**config.mk**
```make
export PLATFORM = sky130hd
export DESIGN_NAME = dual_windowed_mean_core
export DESIGN_NICKNAME = d
export VERILOG_FILES = /design/src/rtl/core/dwm_pkg.sv /design/src/rtl/core/dual_windowed_mean_core.sv /design/src/rtl/core/dwm_div.sv /design/src/rtl/core/dwm_chan.sv
export SDC_FILE = /design/constraint.sdc
export NUM_CORES = 1
export LEC_CHECK = 0
export ABC_CLOCK_PERIOD_IN_PS = 6100
export BUFFER_PORTS_ARGS = -buffer_cell sky130_fd_sc_hd__buf_4
export CAP_MARGIN = 15
export CORE_ASPECT_RATIO = 0.9
export CORE_MARGIN = 4
export CORE_UTILIZATION = 60
export CTS_BUF_LIST = sky130_fd_sc_hd__clkbuf_4 sky130_fd_sc_hd__clkbuf_8
export DETAILED_ROUTE_END_ITERATION = 8
export PLACE_DENSITY = 0.77
export SYNTH_ARGS = -nofsm -noshare
export SYNTH_HDL_FRONTEND = slang
export SYNTH_SLANG_ARGS = --single-unit
```
**constraint.sdc**
```tcl
create_clock -name clk -period 6.1 [get_ports clk]
set_input_delay 1.83 -clock clk [delete_from_list [all_inputs] [get_ports clk]]
set_output_delay 1.83 -clock clk [all_outputs]
set_load 0.02 [all_outputs]
```
**src/rtl/core/dwm_pkg.sv**
```systemverilog
// shared widths, window sizes and status types of the dual windowed mean core
// no dependencies
package dwm_pkg;

	localparam int VAL_W     = 16;
	localparam int MEAN_W    = 16;
	localparam int SUM_W     = 20;
	localparam int HR_WINDOW = 10;
	localparam int OX_WINDOW = 10;

	// ring depth covers the larger window; narrower channel leaves top slots unused
	localparam int RING_DEPTH = (HR_WINDOW > OX_WINDOW) ? HR_WINDOW : OX_WINDOW;
	localparam int SLOT_W     = (RING_DEPTH > 1) ? $clog2(RING_DEPTH) : 1;
	localparam int FILL_W     = $clog2(RING_DEPTH + 1);
	localparam int DIV_CNT_W  = $clog2(SUM_W + 1);

	typedef logic signed [VAL_W-1:0] value_t;
	typedef logic [MEAN_W-1:0]       mean_t;
	typedef logic [FILL_W-1:0]       fill_t;

	// per-channel control from the sequencer
	typedef struct packed {
		logic start;
		logic push;
	} chan_ctl_t;

	// divider status
	typedef struct packed {
		logic busy;
		logic done;
	} div_stat_t;

	// channel status back to the sequencer
	typedef struct packed {
		logic done;
	} chan_stat_t;

endpackage

```
**src/rtl/core/dual_windowed_mean_core.sv**
```systemverilog
// Dual windowed mean core: two moving-average channels (heart rate and oxygen
// saturation) with windows of HR_WINDOW and OX_WINDOW samples. Each accepted
// sample word produces one result word holding both absolute truncated means; a
// channel whose valid flag is clear keeps its previous mean. From acceptance to
// result: the ring and sum update at acceptance, a register starts the divider,
// the bit-serial restoring divider that both channels run side by side produces
// SUM_W quotient bits, and the output register loads. The result sits in an output
// register, so the next sample is taken while a result still waits; a new sample
// is taken only once the previous result has been loaded. Rings clear at reset.
// depends on dwm_pkg, dwm_chan
module dual_windowed_mean_core (
	input  logic              clk,
	input  logic              arst_n,
	input  logic              sample_valid,
	output logic              sample_stall,
	input  dwm_pkg::value_t   hr_value,
	input  logic              hr_valid,
	input  dwm_pkg::value_t   ox_value,
	input  logic              ox_valid,
	output logic              result_valid,
	input  logic              result_stall,
	output dwm_pkg::mean_t    hr_mean,
	output dwm_pkg::mean_t    ox_mean
);
	import dwm_pkg::*;

	typedef enum logic [2:0] {
		ST_IDLE = 3'b001,
		ST_RUN  = 3'b010,
		ST_HOLD = 3'b100
	} state_t;

	state_t     state_q;
	logic       out_valid_q;
	mean_t      hr_mean_q;
	mean_t      ox_mean_q;
	logic       accept;
	logic       done;
	logic       out_free;
	logic       load;
	chan_ctl_t  hr_ctl;
	chan_ctl_t  ox_ctl;
	chan_stat_t hr_stat;
	chan_stat_t ox_stat;
	mean_t      hr_held;
	mean_t      ox_held;

	// handshake and result register load
	always_comb begin
		sample_stall = (state_q != ST_IDLE);
		accept       = sample_valid && !sample_stall;
		done         = hr_stat.done && ox_stat.done;
		out_free     = !out_valid_q || !result_stall;
		load         = out_free && (((state_q == ST_RUN) && done) || (state_q == ST_HOLD));
		hr_ctl.start = accept;
		hr_ctl.push  = hr_valid;
		ox_ctl.start = accept;
		ox_ctl.push  = ox_valid;
	end

	// sequencer
	always_ff @(posedge clk or negedge arst_n) begin
		if (!arst_n) begin
			state_q <= ST_IDLE;
		end else begin
			unique case (state_q)
				ST_IDLE: begin
					if (accept) state_q <= ST_RUN;
				end
				ST_RUN: begin
					if (done) state_q <= out_free ? ST_IDLE : ST_HOLD;
				end
				ST_HOLD: begin
					if (out_free) state_q <= ST_IDLE;
				end
				default: state_q <= ST_IDLE;
			endcase
		end
	end

	// output register
	always_ff @(posedge clk or negedge arst_n) begin
		if (!arst_n) begin
			out_valid_q <= 1'b0;
		end else if (load) begin
			out_valid_q <= 1'b1;
		end else if (!result_stall) begin
			out_valid_q <= 1'b0;
		end
	end

	always_ff @(posedge clk) begin
		if (load) begin
			hr_mean_q <= hr_held;
			ox_mean_q <= ox_held;
		end
	end

	dwm_chan u_hr (
		.clk       (clk),
		.arst_n    (arst_n),
		.ctl       (hr_ctl),
		.value     (hr_value),
		.window    (FILL_W'(HR_WINDOW)),
		.held_mean (hr_held),
		.stat      (hr_stat)
	);

	dwm_chan u_ox (
		.clk       (clk),
		.arst_n    (arst_n),
		.ctl       (ox_ctl),
		.value     (ox_value),
		.window    (FILL_W'(OX_WINDOW)),
		.held_mean (ox_held),
		.stat      (ox_stat)
	);

	assign result_valid = out_valid_q;
	assign hr_mean      = hr_mean_q;
	assign ox_mean      = ox_mean_q;

endmodule

```
**src/rtl/core/dwm_div.sv**
```systemverilog
// bit-serial restoring divider: unsigned sum by fill count, one quotient bit a cycle
// depends on dwm_pkg
module dwm_div (
	input  logic                                clk,
	input  logic                                arst_n,
	input  logic                                start,
	input  logic [dwm_pkg::SUM_W-1:0]           dividend,
	input  dwm_pkg::fill_t                      divisor,
	output logic [dwm_pkg::SUM_W-1:0]           quotient,
	output dwm_pkg::div_stat_t                  stat
);
	import dwm_pkg::*;

	logic                 busy_q;
	logic                 done_q;
	logic [DIV_CNT_W-1:0] cnt_q;
	logic [SUM_W-1:0]     num_q;
	logic [FILL_W-1:0]    rem_q;
	logic [FILL_W-1:0]    den_q;
	logic [FILL_W:0]      trial;
	logic [FILL_W:0]      diff;
	logic                 qbit;

	// one restoring step: bring down the next dividend bit and try the divisor
	always_comb begin
		trial = {rem_q, num_q[SUM_W-1]};
		diff  = trial - {1'b0, den_q};
		qbit  = (trial >= {1'b0, den_q});
	end

	// control: counts the quotient bits
	always_ff @(posedge clk or negedge arst_n) begin
		if (!arst_n) begin
			busy_q <= 1'b0;
			done_q <= 1'b0;
			cnt_q  <= '0;
		end else begin
			done_q <= 1'b0;
			if (start) begin
				busy_q <= 1'b1;
				cnt_q  <= DIV_CNT_W'(SUM_W);
			end else if (busy_q) begin
				cnt_q <= cnt_q - 1'b1;
				if (cnt_q == DIV_CNT_W'(1)) begin
					busy_q <= 1'b0;
					done_q <= 1'b1;
				end
			end
		end
	end

	// datapath: dividend shifts out at the top while quotient bits shift in below
	always_ff @(posedge clk) begin
		if (start) begin
			num_q <= dividend;
			rem_q <= '0;
			den_q <= divisor;
		end else if (busy_q) begin
			num_q <= {num_q[SUM_W-2:0], qbit};
			rem_q <= qbit ? diff[FILL_W-1:0] : trial[FILL_W-1:0];
		end
	end

	assign quotient  = num_q;
	assign stat.busy = busy_q;
	assign stat.done = done_q;

endmodule

```
**src/rtl/core/dwm_chan.sv**
```systemverilog
// one moving-average channel: ring, running sum, slot and fill, serial mean
// depends on dwm_pkg and dwm_div
module dwm_chan (
	input  logic                 clk,
	input  logic                 arst_n,
	input  dwm_pkg::chan_ctl_t   ctl,
	input  dwm_pkg::value_t      value,
	input  dwm_pkg::fill_t       window,
	output dwm_pkg::mean_t       held_mean,
	output dwm_pkg::chan_stat_t  stat
);
	import dwm_pkg::*;

	value_t                   ring_q [RING_DEPTH];
	logic signed [SUM_W-1:0]  total_q;
	logic [SLOT_W-1:0]        slot_q;
	fill_t                    fill_q;
	logic                     push_q;
	logic                     load_s1;
	mean_t                    held_q;

	logic signed [SUM_W-1:0]  old_ext;
	logic signed [SUM_W-1:0]  new_ext;
	fill_t                    slot_inc;
	logic [SUM_W-1:0]         mag;
	logic [SUM_W-1:0]         quot;
	div_stat_t                div_stat;

	// sign-extend the leaving and entering values, next slot
	always_comb begin
		old_ext  = {{(SUM_W-VAL_W){ring_q[slot_q][VAL_W-1]}}, ring_q[slot_q]};
		new_ext  = {{(SUM_W-VAL_W){value[VAL_W-1]}}, value};
		slot_inc = FILL_W'(slot_q) + 1'b1;
	end

	// ring and running sum update on a pushed word
	always_ff @(posedge clk or negedge arst_n) begin
		if (!arst_n) begin
			for (int i = 0; i < RING_DEPTH; i++) begin
				ring_q[i] <= '0;
			end
			total_q <= '0;
			slot_q  <= '0;
			fill_q  <= '0;
			push_q  <= 1'b0;
			load_s1 <= 1'b0;
			held_q  <= '0;
		end else begin
			load_s1 <= ctl.start;
			if (ctl.start) begin
				push_q <= ctl.push;
				if (ctl.push) begin
					total_q        <= total_q - old_ext + new_ext;
					ring_q[slot_q] <= value;
					slot_q         <= (slot_inc >= window) ? '0 : slot_inc[SLOT_W-1:0];
					if (fill_q < window) begin
						fill_q <= fill_q + 1'b1;
					end
				end
			end
			// keep the previous mean unless this word was pushed
			if (div_stat.done && push_q) begin
				held_q <= quot[MEAN_W-1:0];
			end
		end
	end

	// magnitude of the sum; dividing it truncates toward zero
	assign mag = total_q[SUM_W-1] ? (~total_q + 1'b1) : total_q;

	dwm_div u_div (
		.clk      (clk),
		.arst_n   (arst_n),
		.start    (load_s1),
		.dividend (mag),
		.divisor  (fill_q),
		.quotient (quot),
		.stat     (div_stat)
	);

	// fresh mean passes straight through in the divider's done cycle
	assign held_mean = (div_stat.done && push_q) ? quot[MEAN_W-1:0] : held_q;
	assign stat.done = div_stat.done;

endmodule

```
==> metrics.yaml <==
run_status:
  status: "completed"
placement:
  detailed_place_hpwl_mm: 36.9
  gp_congestion: 0.880
  dp_worst_setup_slack_ns: 1.09
  io_buffers: 71
  dpl.cell_count: 2885
  dpl_cell_area_mm2: 0.0266
clock_tree:
  cts_resized: 0
  tritoncts: "yes"
  cts_hold_buf: 0
  htreeDepth: 3
  clk_latency_ns: 0.70
  cts_buffer_depth: 3
  clk_transition_reported_paths_ns: 0.06
  cts.sinks: 517
  cts_inserted_buffers: 84
  post_cts_buffers: 0
  cts_root_buf: "clkbuf_8"
global_routing:
  overflow: 0
  grt.total_usage_pct: 25.2
  grt_busiest_layer: "met2"
  use_met1_pct: 37.6
  gr-usage-met2_pct: 38.3
  antenna_found_initial: 0
  grt_start_max_net_pins: 139
  grt_pass1_vias: 17900
  grt_pass1_wl_mm: 93.2
  grt_use_met3_pct: 5.04
routing:
  wl_mm: 56.6
  ant_nets: 0
  wl_per_cell_um: 18.6
  vias: 17900
  vias_per_cell: 5.90
  drt_pass1_iterations: 5
  drc_errors: 0
  drt_iter0_markers: 1706
setup_path:
  critPathArrivalTime_ns: 5.45
  required_ns: 6.68
  crit_path_end_kind: "flip-flop"
  critPathKind: "reg -> reg"
  worstPathMaxFanout: 29
  crit_path_start_kind: "flip-flop"
sta:
  fin_ws_ns: 1.23
  setup_tns_ns: 0
  setup_viol: 0
  fin_crit_ns: 4.87
  finClkSkew_ns: 0.0465
  whs_ns: 0.476
  relSlewSlack_pct: 21.3
  slew_violations: 0
  hold_viol_final: 0
  worst_pin_slew_ns: 1.18
  rsz0062_at_grt: "false"
  post-route-period-util_pct: 79.9
  fmax_mhz: 205
yosys:
  async_flop_share_pct: 83.0
  ys_seq_area_share_pct: 51.8
  synth_area_mm2: 0.0257
  synthFlopType: "dfrtp_1"
  ys_ff_latch: 517
  syn-num-nets: 2521
  ys_warn_count: 0
  synth_enable_flop_cells: 80
  syn_avg_cell_area_um2: 10.8
  synth.distinct_cells: 75
  syn_inst: 2375
run:
  cap_violations: 0
floorplan:
  start_util_pct: 61.1
  die_area_mm2: 0.0461
  num_io_pins: 72
  num_rows: 71
  die_y_um: 204
  coreArea_mm2: 0.0420
  die_w_um: 226
power_and_ir_drop:
  pwr_density_cell_mw_per_mm2: 619
  p_leak_nw: 12.9
  vdd_drop_max_uv: 308
layout:
  fin_area_mm2: 0.0285
  stdcell_count: 3038
  layout_commonest_cell: "dfrtp_1"
  synthToLayoutAreaGrowth_pct: 10.9
  final_cell_mix: "dfrtp_1 (425), nand2_1 (366), o21ai_0 (344), inv_1 (154), mux2_2 (115)"
  nets: 2572
  num_antenna_cells: 0
  drive_gt1_share_pct: 18.4
  fillerInstances: 3148
hold_path:
  hold_path.class: "reg -> reg"
Yosys cell counts (all sizes together) (18+ instances only):
| library cell | instances | area share (%) |
|---|---|---|
| dfrtp | 428 | 42 |
| nand2 | 366 | 5.4 |
| o21ai | 348 | 6.8 |
| inv | 154 | 2.3 |
| clkbuf | 126 | 1.8 |
| mux2 | 115 | 5.0 |
| nor2 | 83 | 1.2 |
| edfxtp | 80 | 9.4 |
| a21oi | 77 | 1.5 |
| ha | 68 | 3.3 |
| mux4 | 63 | 5.5 |
| xnor2 | 52 | 1.8 |
| mux2i | 46 | 1.8 |
| nand3 | 43 | 0.92 |
| fa | 40 | 3.1 |
| xor2 | 25 | 0.85 |
| a22oi | 18 | 0.53 |
sequential cells by signal, indices dropped and copies added, names as in the netlist, 5 cells and up:
name / cells
u_ox.held_q: 16
u_ox.u_div.quotient: 20
u_ox.ring_q: 160
u_hr.total_q: 20
u_hr.u_div.quotient: 20
u_hr.ring_q: 160
u_hr.held_q: 16
u_hr.u_div.cnt_q: 5
u_ox.u_div.cnt_q: 5
u_ox.total_q: 20
hr_mean: 16
ox_mean: 16
path summary, 6_finish.rpt:
path	start	endpoint	slack [ns]	depth (start not counted)
worst min register to register	u_hr.u_div.rem_q[3]	u_hr.u_div.rem_q[3]	0.48	2
max in group asynchronous	arst_n	u_hr.ring_q[60]	3.55	2
worst max-delay path	u_ox.slot_q[0]	u_ox.total_q[19]	1.23	13
min in group asynchronous	arst_n	u_hr.held_q[5]	1.30	1
worst max register to register	u_ox.slot_q[0]	u_ox.total_q[19]	1.23	13
worst min-delay path	u_hr.u_div.rem_q[3]	u_hr.u_div.rem_q[3]	0.48	2
cell families (layout without fill, tap and decap cells):
logic type	Yosys count	after routing	share of synthesized area, %
buffers and inverters	310	426	4.58
adder cells (fa/ha/maj)	108	108	6.44
AND/OR/NAND/NOR	584	584	9.91
multiplexers	224	224	12.4
AO/OA/AOI/OAI	555	555	12.2
XOR/XNOR	77	77	2.63
flip-flops	517	517	51.8
critical path, cell delays in order, from the launching register on:
cell and delay [ns]:
dfrtp_2 1.00, buf_4 0.47, mux4_2 0.54, mux2i_1 0.29, o22ai_1 0.16, fa_1 0.54, inv_1 0.04, ha_1 0.41
and3_1 0.25, a32oi_1 0.22, o211a_1 0.26, o211a_1 0.18, mux2i_1 0.20, xor2_1 0.17
layer usage:
| layer | wire [um] | vias up | share of wire [%] |
|---|---|---|---|
| met5 | 0 | - | 0 |
| li1 | - | 8384 | - |
| met4 | 1190 | 0 | 2.1 |
| met3 | 4030 | 101 | 7.1 |
| met1 | 25900 | 8869 | 46 |
| met2 | 25500 | 565 | 45 |
cell type report:
cell class	count	area (um^2)	share of cell area, %
clock buffer	131	1600	5.63
clock inverter	20	164	0.576
inverter	169	634	2.23
multi-input combinational	1548	11200	39.4
sequential	517	13300	46.8
tap	547	684	2.40
timing repair buffer	106	868	3.05
power breakdown:
| part | leakage, nW | total, mW | switching (mW) | internal (mW) |
|---|---|---|---|---|
| registers | 6.47 | 5.69 | 0.888 | 4.80 |
| logic | 5.45 | 8.79 | 4.98 | 3.82 |
| clock network | 0.945 | 3.13 | 1.37 | 1.76 |
stage by stage:
stage | utilization, % | total power, mW
2_1_floorplan | - | 12.3
3_3_place_gp | 63.4 | 14.0
3_5_place_dp | 63.4 | 14.4
4_1_cts | 67.6 | 17.6
5_1_grt | 67.7 | 19.0
6_report | 67.7 | 17.6
No activity file was read; power rests on OpenSTA's default activity.
